$ cat config.mk
export PLATFORM = sky130hd
export DESIGN_NAME = tally_line_parser
export DESIGN_NICKNAME = d
export VERILOG_FILES = /design/src/rtl/core/tlp_pkg.sv /design/src/rtl/core/tally_line_parser.sv
export SDC_FILE = /design/constraint.sdc
export NUM_CORES = 1
export LEC_CHECK = 0
export BUFFER_PORTS_ARGS = -buffer_cell sky130_fd_sc_hd__buf_2
export CAP_MARGIN = 30
export CORE_ASPECT_RATIO = 0.6
export CORE_MARGIN = 2
export CORE_UTILIZATION = 59
export DETAILED_ROUTE_END_ITERATION = 8
export HOLD_SLACK_MARGIN = 0.1
export PLACE_DENSITY_LB_ADDON = 0.3
export RECOVER_POWER = 50
export SETUP_SLACK_MARGIN = 0.3
export SLEW_MARGIN = 20
export SYNTH_ARGS = -nofsm -noshare
export SYNTH_HDL_FRONTEND = slang
export SYNTH_SLANG_ARGS = --single-unit
export TNS_END_PERCENT = 30
$ cat constraint.sdc
create_clock -name i_clk -period 5.6 [get_ports i_clk]
set_input_delay 0.56 -clock i_clk [delete_from_list [all_inputs] [get_ports i_clk]]
set_output_delay 0.56 -clock i_clk [all_outputs]
set_load 0.03 [all_outputs]
$ cat src/rtl/core/tlp_pkg.sv
// ----------------------------------------------------------------------------
// tlp_pkg
// Shared constants and types for the tally line parser: prefix text,
// terminator and tally characters, field widths and the result beat.
// ----------------------------------------------------------------------------
package tlp_pkg;

    localparam int MAX_CHANNELS = 32;
    localparam int CNT_W        = 6;
    localparam int WORD_W       = 64;
    localparam int LIMIT_W      = 6;
    localparam int POS_W        = 4;

    localparam logic [POS_W-1:0] TAG_LEN = POS_W'(9);

    localparam logic [7:0] PREFIX_TEXT [9] = '{
        8'h54, 8'h41, 8'h4C, 8'h4C, 8'h59, 8'h20, 8'h4F, 8'h4B, 8'h20
    };

    localparam logic [7:0] CHR_CR      = 8'h0D;
    localparam logic [7:0] CHR_LF      = 8'h0A;
    localparam logic [7:0] CHR_PROGRAM = 8'h31;
    localparam logic [7:0] CHR_PREVIEW = 8'h32;

    localparam logic [1:0] TALLY_PROGRAM = 2'b01;
    localparam logic [1:0] TALLY_PREVIEW = 2'b10;
    localparam logic [1:0] TALLY_OFF     = 2'b00;

    localparam logic [CNT_W-1:0] CNT_MAX = CNT_W'(MAX_CHANNELS);

    typedef struct packed {
        logic [WORD_W-1:0]  tally_word;
        logic [CNT_W-1:0]   chan_total;
        logic [LIMIT_W-1:0] shown_count;
        logic               changed;
    } t_result;

endpackage

$ cat src/rtl/core/tally_line_parser.sv
// ----------------------------------------------------------------------------
// tally_line_parser
// Byte-stream parser that finds a "TALLY OK " line per chunk and reports
// the packed 2-bit tally word, channel counts and a change flag.
// ----------------------------------------------------------------------------
// One byte is taken every cycle unless the input is stalled. A byte is held
// in the input register, then the prefix matcher and bit setter update the
// parse state and, at a line end or a chunk end, load the result register:
// the byte that ends the line passes the input register and then the result
// register before the result beat is valid. Rate is set by the state update
// loop (prefix position, counter, word). The input stalls only while the
// result register is full and its beat is stalled.
module tally_line_parser
    import tlp_pkg::*;
(
    input  logic               i_clk,
    input  logic               i_rst_n,
    input  logic               i_cfg_wr_en,
    input  logic [LIMIT_W-1:0] i_cfg_wr_data,
    input  logic               i_in_valid,
    output logic               o_in_stall,
    input  logic [7:0]         i_rx_byte,
    input  logic               i_chunk_end,
    output logic               o_out_valid,
    input  logic               i_out_stall,
    output logic [WORD_W-1:0]  o_tally_word,
    output logic [CNT_W-1:0]   o_chan_total,
    output logic [LIMIT_W-1:0] o_shown_count,
    output logic               o_changed
);

    logic [LIMIT_W-1:0] r_limit;

    logic               r_in_valid;
    logic [7:0]         r_in_byte;
    logic               r_in_last;

    logic [POS_W-1:0]   r_pos,   n_pos;
    logic               r_collecting, n_collecting;
    logic               r_chunk_done, n_chunk_done;
    logic [CNT_W-1:0]   r_cnt,   n_cnt;
    logic [WORD_W-1:0]  r_word,  n_word;
    logic [WORD_W-1:0]  r_stored, n_stored;

    logic               r_out_valid;
    t_result            r_out, n_out;

    logic               advance;
    logic               fire;
    logic               emit;
    logic [POS_W-1:0]   cur_pos;
    logic [POS_W-1:0]   next_pos;
    logic               is_term;
    logic [CNT_W-1:0]   add_cnt;
    logic [WORD_W-1:0]  add_word;
    logic [1:0]         tally_code;
    logic [CNT_W-1:0]   emit_cnt;
    logic [WORD_W-1:0]  emit_word;

    assign advance    = !r_out_valid || !i_out_stall;
    assign fire       = r_in_valid && advance;
    assign o_in_stall = r_in_valid && !advance;

    always_ff @(posedge i_clk) begin
        if (!i_rst_n) begin
            r_limit <= '0;
        end else if (i_cfg_wr_en) begin
            r_limit <= i_cfg_wr_data;
        end
    end

    // input register
    always_ff @(posedge i_clk) begin
        if (!i_rst_n) begin
            r_in_valid <= 1'b0;
        end else if (!o_in_stall) begin
            r_in_valid <= i_in_valid;
        end
    end

    always_ff @(posedge i_clk) begin
        if (!o_in_stall && i_in_valid) begin
            r_in_byte <= i_rx_byte;
            r_in_last <= i_chunk_end;
        end
    end

    // prefix matcher; a mismatch on 'T' restarts the match at one
    always_comb begin
        cur_pos = (r_pos >= TAG_LEN) ? '0 : r_pos;
        if (r_in_byte == PREFIX_TEXT[cur_pos]) begin
            next_pos = cur_pos + POS_W'(1);
        end else if (r_in_byte == PREFIX_TEXT[0]) begin
            next_pos = POS_W'(1);
        end else begin
            next_pos = '0;
        end
    end

    // bit setter for one field character
    always_comb begin
        is_term = (r_in_byte == CHR_CR) || (r_in_byte == CHR_LF);
        priority if (r_in_byte == CHR_PROGRAM) begin
            tally_code = TALLY_PROGRAM;
        end else if (r_in_byte == CHR_PREVIEW) begin
            tally_code = TALLY_PREVIEW;
        end else begin
            tally_code = TALLY_OFF;
        end
        if (r_cnt < CNT_MAX) begin
            add_word = r_word | (WORD_W'(tally_code) << {r_cnt[4:0], 1'b0});
            add_cnt  = r_cnt + CNT_W'(1);
        end else begin
            add_word = r_word;
            add_cnt  = r_cnt;
        end
    end

    always_comb begin
        n_pos        = r_pos;
        n_collecting = r_collecting;
        n_chunk_done = r_chunk_done;
        n_cnt        = r_cnt;
        n_word       = r_word;
        n_stored     = r_stored;
        emit         = 1'b0;
        emit_cnt     = r_cnt;
        emit_word    = r_word;

        if (!r_chunk_done) begin
            if (r_collecting) begin
                if (is_term) begin
                    emit = 1'b1;
                end else begin
                    n_cnt     = add_cnt;
                    n_word    = add_word;
                    emit_cnt  = add_cnt;
                    emit_word = add_word;
                    emit      = r_in_last;
                end
            end else begin
                n_pos = next_pos;
                if (next_pos >= TAG_LEN) begin
                    n_pos        = '0;
                    n_collecting = 1'b1;
                    n_cnt        = '0;
                    n_word       = '0;
                    emit_cnt     = '0;
                    emit_word    = '0;
                    emit         = r_in_last;
                end
            end
        end

        n_out.tally_word    = emit_word;
        n_out.chan_total    = emit_cnt;
        n_out.shown_count   = (r_limit != '0 && emit_cnt > r_limit) ? r_limit : emit_cnt;
        n_out.changed       = (emit_word != r_stored);

        if (emit) begin
            n_stored     = emit_word;
            n_collecting = 1'b0;
            n_chunk_done = 1'b1;
        end

        // chunk end clears the line state after the byte is handled
        if (r_in_last) begin
            n_pos        = '0;
            n_collecting = 1'b0;
            n_chunk_done = 1'b0;
            n_cnt        = '0;
            n_word       = '0;
        end
    end

    always_ff @(posedge i_clk) begin
        if (!i_rst_n) begin
            r_pos        <= '0;
            r_collecting <= 1'b0;
            r_chunk_done <= 1'b0;
            r_cnt        <= '0;
            r_word       <= '0;
            r_stored     <= '0;
        end else if (fire) begin
            r_pos        <= n_pos;
            r_collecting <= n_collecting;
            r_chunk_done <= n_chunk_done;
            r_cnt        <= n_cnt;
            r_word       <= n_word;
            r_stored     <= n_stored;
        end
    end

    // result register
    always_ff @(posedge i_clk) begin
        if (!i_rst_n) begin
            r_out_valid <= 1'b0;
        end else if (fire && emit) begin
            r_out_valid <= 1'b1;
        end else if (!i_out_stall) begin
            r_out_valid <= 1'b0;
        end
    end

    always_ff @(posedge i_clk) begin
        if (fire && emit) begin
            r_out <= n_out;
        end
    end

    assign o_out_valid     = r_out_valid;
    assign o_tally_word    = r_out.tally_word;
    assign o_chan_total    = r_out.chan_total;
    assign o_shown_count   = r_out.shown_count;
    assign o_changed       = r_out.changed;

    a_done_not_collecting: assert property (@(posedge i_clk) disable iff (!i_rst_n)
        !(r_chunk_done && r_collecting))
        else $error("chunk done while still collecting");

    a_count_saturates: assert property (@(posedge i_clk) disable iff (!i_rst_n)
        r_cnt <= CNT_MAX)
        else $error("character count beyond channel limit");

    a_chunk_end_clears: assert property (@(posedge i_clk) disable iff (!i_rst_n)
        (fire && r_in_last) |=> (!r_collecting && !r_chunk_done && r_pos == '0
                                 && r_cnt == '0 && r_word == '0))
        else $error("line state not cleared after chunk end beat");

    a_result_stored: assert property (@(posedge i_clk) disable iff (!i_rst_n)
        (fire && emit) |=> (r_stored == r_out.tally_word && r_out_valid))
        else $error("emitted word not stored");

endmodule
## Word-level counts from Yosys, hierarchy flattened

Memory sizes are Yosys's and may differ from the RTL's.
Cells that the tools add are included.

| storage, ports and cells | value |
|---|---|
| input bits | 20 |
| flip-flop bits (word level) | 234 |
| memories | 1 |
| bits in read-only memories | 128 |
| word-level logic and storage cells | 91 |
| bits in latches | 0 |
| bits in writable memories | 0 |
| output and inout bits | 79 |

Memories:

| name | words | width | read ports | clocked after memory_dff | write ports | RTL line | source |
|---|---|---|---|---|---|---|---|
| (no name shown) | 16 | 8 | 1 | 0 | 0 | tally_line_parser.sv:91 | `if (r_in_byte == PREFIX_TEXT[cur_pos]) begin` |

| cells by class | value |
|---|---|
| multiplexer cells | 37 |
| reduce and logical (&&, ||, !) cells | 17 |
| multiply operators | 0 |
| bitwise operators | 2 |
| divide/modulo/power cells | 0 |
| equal/unequal tests | 11 |
| order comparisons | 5 |
| shift operators | 1 |
| $add $sub $neg | 2 |

Operator list:

| kind | number |
|---|---|
| $mux W64 | 6 |
| $ne A64 B64 Y1 | 1 |
| $or A64 B64 Y64 | 1 |
| $shl A2 B6 Y64 | 1 |
| $mux W6 | 7 |
| $mux W4 | 6 |
| $eq A8 B4 Y1 const B | 2 |
| $eq A8 B6 Y1 const B | 2 |
| $mux W8 | 2 |
| $mux W1 | 14 |
| $eq A8 B7 Y1 const B | 1 |
| $eq A8 B8 Y1 | 1 |
| $ge A4 B4 Y1 const B | 2 |
| $add A6 B1 Y6 const B | 1 |
| $gt A6 B6 Y1 | 1 |
| $lt A6 B6 Y1 const B | 1 |
| $reduce_and A2 Y1 | 3 |
| $reduce_bool A6 Y1 | 1 |
| $ge A5 B5 Y1 const B | 1 |
| $logic_and A1 B1 Y1 | 5 |
| $not A4 Y5 | 1 |
| $add A4 B1 Y4 const B | 1 |
| $logic_not A1 Y1 | 4 |
| $mux W2 | 2 |
| other kinds (6) | 8 |

## Depth between registers and ports, before layout

| logic depth | value |
|---|---|
| depth after elaboration | 15 |
| depth in mapped cells | 23 |
| gate-level depth less buffers | 22 |

## Worst setup path after synthesis

Ideal clock, no wire load.

| timing path | value |
|---|---|
| path type | reg-to-reg |
| from | register r_pos[3] |
| to | register r_out (netlist bit o_shown_count[0]), data pin |
| period minus slack after synthesis | 4.828 ns |
| data required time | 5.340 ns |
| data arrival time | 4.569 ns |
| library setup time | 0.260 ns |
| cell stages (with the launch flop) | 22 |
| slack | 0.772 ns |
| path through | dfxtp_1 > clkbuf_1 > nor2b_1 > inv_1 > ha_1 > and2_1 > o31a_1 > or4_1 > nor4b_4 > nand2_1 > nor2_1 > o21ai_0 > a22o_1 > ha_1 > nor2b_1 > o21a_1 > o21ai_0 > nand2b_1 > a21oi_1 > nor2b_1 > o21ai_1 > mux2_2 |

RTL lines:

| element | RTL line | source |
|---|---|---|
| start, declared | tally_line_parser.sv:38 | `logic [POS_W-1:0] r_pos, n_pos;` |
| start signal, assigned | tally_line_parser.sv:185 | `r_pos <= n_pos;` |
| end signal, assigned | tally_line_parser.sv:207 | `r_out <= n_out;` |
| end, declared | tally_line_parser.sv:46 | `t_result r_out, n_out;` |

==> impl_metrics.tcl <==
set metrics [dict create \
    hold_path_class "in -> reg" \
    route.vias.total 9190 \
    holdBufCountCts 0 \
    rows 37 \
    ir_drop_mv 0.1943 \
    ys_async_sr_fraction_pct 0 \
    startpoint_type "register" \
    period_minus_slack_ps 5133 \
    clockBufferDepth 3 \
    status "finished, violations left" \
    cp-end-kind "register" \
    root_buffer "clkbuf_16" \
    worstMarginPinSlew_ps 3409 \
    ctsHtreeMaxLevel 1 \
    gp_congestion 1.058 \
    first_pass_iters 6 \
    setup_viol 0 \
    drc 0 \
    finalCritPeriodShare_pct 91.66 \
    fin_ws_ps 467.3 \
    reg2regPathDepth 21 \
    endpoint "o_shown_count[1]" \
    synthDistinctLibCells 69 \
    grt_pass1_wl_um 48130 \
    initial_utilization_pct 61.05 \
    synth_ff_type "dfxtp_1" \
    grt_usage_pct 33.23 \
    core_area_um2 17360 \
    p_leak_uw 0.004488 \
    ios 99 \
    die_h_um 107.8 \
    tns_ps 0 \
    syn-num-nets 1100 \
    drtIter0Drc 1491 \
    diodes 0 \
    reg2reg_from "r_pos[1]" \
    top_layer "met4" \
    grt_max_degree 135 \
    vias_per_cell 6.560 \
    die_area_um2 19090 \
    ys_ff_latch 234 \
    wl_met1_um 14510 \
    grt.overflow.total 0 \
    synth_seq_area_share_pct 52.32 \
    rr_endpoint "o_shown_count[1]" \
    port_buffers 98 \
    wl_met3_um 4651 \
    cp_max_fo 8 \
    hold_violations 0 \
    rsz0062_at_grt "no" \
    clk_pin_slew_ps 70 \
    cts.sinks 234 \
    fmax_mhz 194.8 \
    cp.required_ps 5870 \
    avgRoutedWirePerCell_um 22.75 \
    yosys_warnings 0 \
    slew_viol_final 152 \
    max_slew_margin_pct -127.3 \
    hpwl_um 21300 \
    reg2reg_slack_ps 470 \
    critPathLaunch "r_pos[1]" \
    grt_pass1_vias 8203 \
    worst-endpoint-arrival_ps 5400 \
    fin_worst_skew_ps 19.31 \
    insertion_delay_ps 520 \
    postRouteAntennaNets 0 \
    fin_nets 1184 \
    cts_tree "built" \
    violations "max-capacitance violations, max-slew violations" \
    syn_inst 1068 \
    cts_made_buffers 21 \
    power_density_nw_per_um2 285.0 \
    syn_area_per_cell_um2 9.924 \
    drive_above_1_share_pct 9.683 \
    wl_met2_um 12110 \
    place_ws_ps 98.25 \
    area_delta_synth_final_pct 13.13 \
    maxCapViolations 2 \
    fp.dieW_um 177.0 \
    path_class "reg -> reg" \
    grt_antenna_before_repair 0 \
    netlist_area_um2 10600 \
    power_uw 3417 \
    synth_edf_count 86 \
    wl_um 31870 \
]
[report_power, final]
group	leakage, uW	total [uW]	switching [uW]	internal [uW]
logic	0.00198	95.0	54.7	40.3
registers	0.00215	1770	11.6	1760
clock network	0.000362	1550	654	898
[cells in the mapped netlist, types with 3 or more instances]
library cell  number  area share [%]
nand2_1          153             5.4
dfxtp_1          148              28
nor2_1            87             3.1
edfxtp_1          86              24
a22o_1            85             7.0
a21boi_1          65             4.6
a31oi_1           64             3.8
clkbuf_1          51             1.8
a21oi_1           33             1.6
inv_1             27            0.96
nor3_1            22             1.0
nor4_1            18             1.1
nor2b_1           17             1.0
o22ai_1           15            0.89
nand4_1           14            0.83
ha_1              12             1.4
xor2_1            12            0.99
o21ai_0           11            0.52
xnor2_1           10            0.83
a211oi_1           8            0.57
buf_2              8            0.38
mux2_2             8            0.85
nand2b_1           7            0.41
a221oi_1           6            0.50
a22oi_1            6            0.42
and3_1             6            0.35
buf_6              6            0.64
mux2i_1            6            0.57
nor4bb_1           6            0.57
nand3_1            5            0.24
and2_1             4            0.24
nor3b_1            4            0.28
nor4_2             4            0.47
nor4b_1            4            0.33
a31o_2             3            0.25
[worst min-delay path by stage]
stage                  from           end  slack, ps  depth (start not counted)
2_1_floorplan     r_word[0]     r_word[0]        440                          1
6_report        i_chunk_end     r_in_last        230                          1
3_5_place_dp     r_word[25]    r_word[25]        450                          1
5_1_grt        i_rx_byte[5]  r_in_byte[5]        220                          1
3_3_place_gp   r_stored[15]  r_stored[15]        450                          2
4_1_cts         i_chunk_end     r_in_last        230                          1
[kinds of logic (layout without fill, tap and decap cells)]
family | Yosys count | after routing | synth area share [%]
xor+xnor | 22 | 22 | 1.818
fa+ha+maj | 12 | 12 | 1.417
mux | 14 | 14 | 1.417
simple gates | 369 | 369 | 16.98
compound gates | 321 | 321 | 22.10
buf+inv | 96 | 195 | 3.955
flops | 234 | 234 | 52.32
[registers in the layout (all words and copies together), names as in the netlist]
signal	cells
o_tally_word	64
r_stored	64
r_word	64
r_in_byte	8
o_chan_total	6
o_shown_count	6
r_cnt	6
r_limit	6
r_pos	4
o_changed	1
o_out_valid	1
r_chunk_done	1
r_collecting	1
r_in_last	1
r_in_valid	1
[per-layer routing]
metal  vias to the layer above  GRT usage [%]
met5                         -              0
met4                         0          6.848
met3                        58          10.20
met2                       612          43.55
met1                      4375          52.61
li1                       4145              -
[area by class of cell]
class	instances	area [um^2]
Sequential cell	234	5547
Fill cell	1374	5370
Multi-Input combinational cell	738	4664
Timing Repair Buffer	129	644.4
Clock buffer	28	601.8
Tap cell	234	292.8
Clock inverter	10	133.9
Inverter	28	106.4
[critical path, stage by stage (launching register included)]
cell      delay (ps)
dfxtp_1          480
nor2b_2          250
inv_1            100
ha_1             220
and2_0           200
o31a_1           240
or4_1            600
nor4b_4          320
nand2_1          150
nor2_2           190
o21ai_1          170
a22o_1           310
ha_1             310
nor2b_1          130
o21a_1           160
o21ai_0          140
nand2b_1          70
a21oi_1          150
nor2b_1           70
o21ai_2          150
buf_4            150
mux2_2           330
[cell usage in the layout (no fill, tap or decap), types with 15 or more instances in the layout]
| cell | netlist | layout |
|---|---|---|
| nand2_1 | 153 | 153 |
| dfxtp_1 | 148 | 147 |
| nor2_1 | 87 | 86 |
| edfxtp_1 | 86 | 86 |
| a22o_1 | 85 | 85 |
| clkbuf_1 | 51 | 83 |
| a21boi_1 | 65 | 65 |
| a31oi_1 | 64 | 64 |
| a21oi_1 | 33 | 33 |
| inv_1 | 27 | 27 |
| buf_4 | 1 | 25 |
| clkbuf_16 | 0 | 21 |
| nor3_1 | 22 | 20 |
| buf_2 | 8 | 19 |
| nor4_1 | 18 | 18 |
| nor2b_1 | 17 | 16 |
| o22ai_1 | 15 | 15 |
[through the flow]
step | hold WS (ps) | util, % | area, um^2 | cells
after detailed placement | 454.9 | 65.33 | 11340 | 1360
after floorplan | 443.0 | - | 10600 | 1068
final | 225.0 | 69.07 | 11990 | 1401
after global routing | 218.6 | 69.07 | 11990 | 1401
after CTS | 225.2 | 69.72 | 12100 | 1401
after global placement | 454.0 | 65.17 | 11310 | 1359
[timing repair]
item / CTS / global route
buffers inserted: 3 / 0
endpoints found under the setup margin: 5 / 6
gates resized for setup: 1 / 5
pin swaps: 1 / 0
Power figures use the tool's default switching activity.
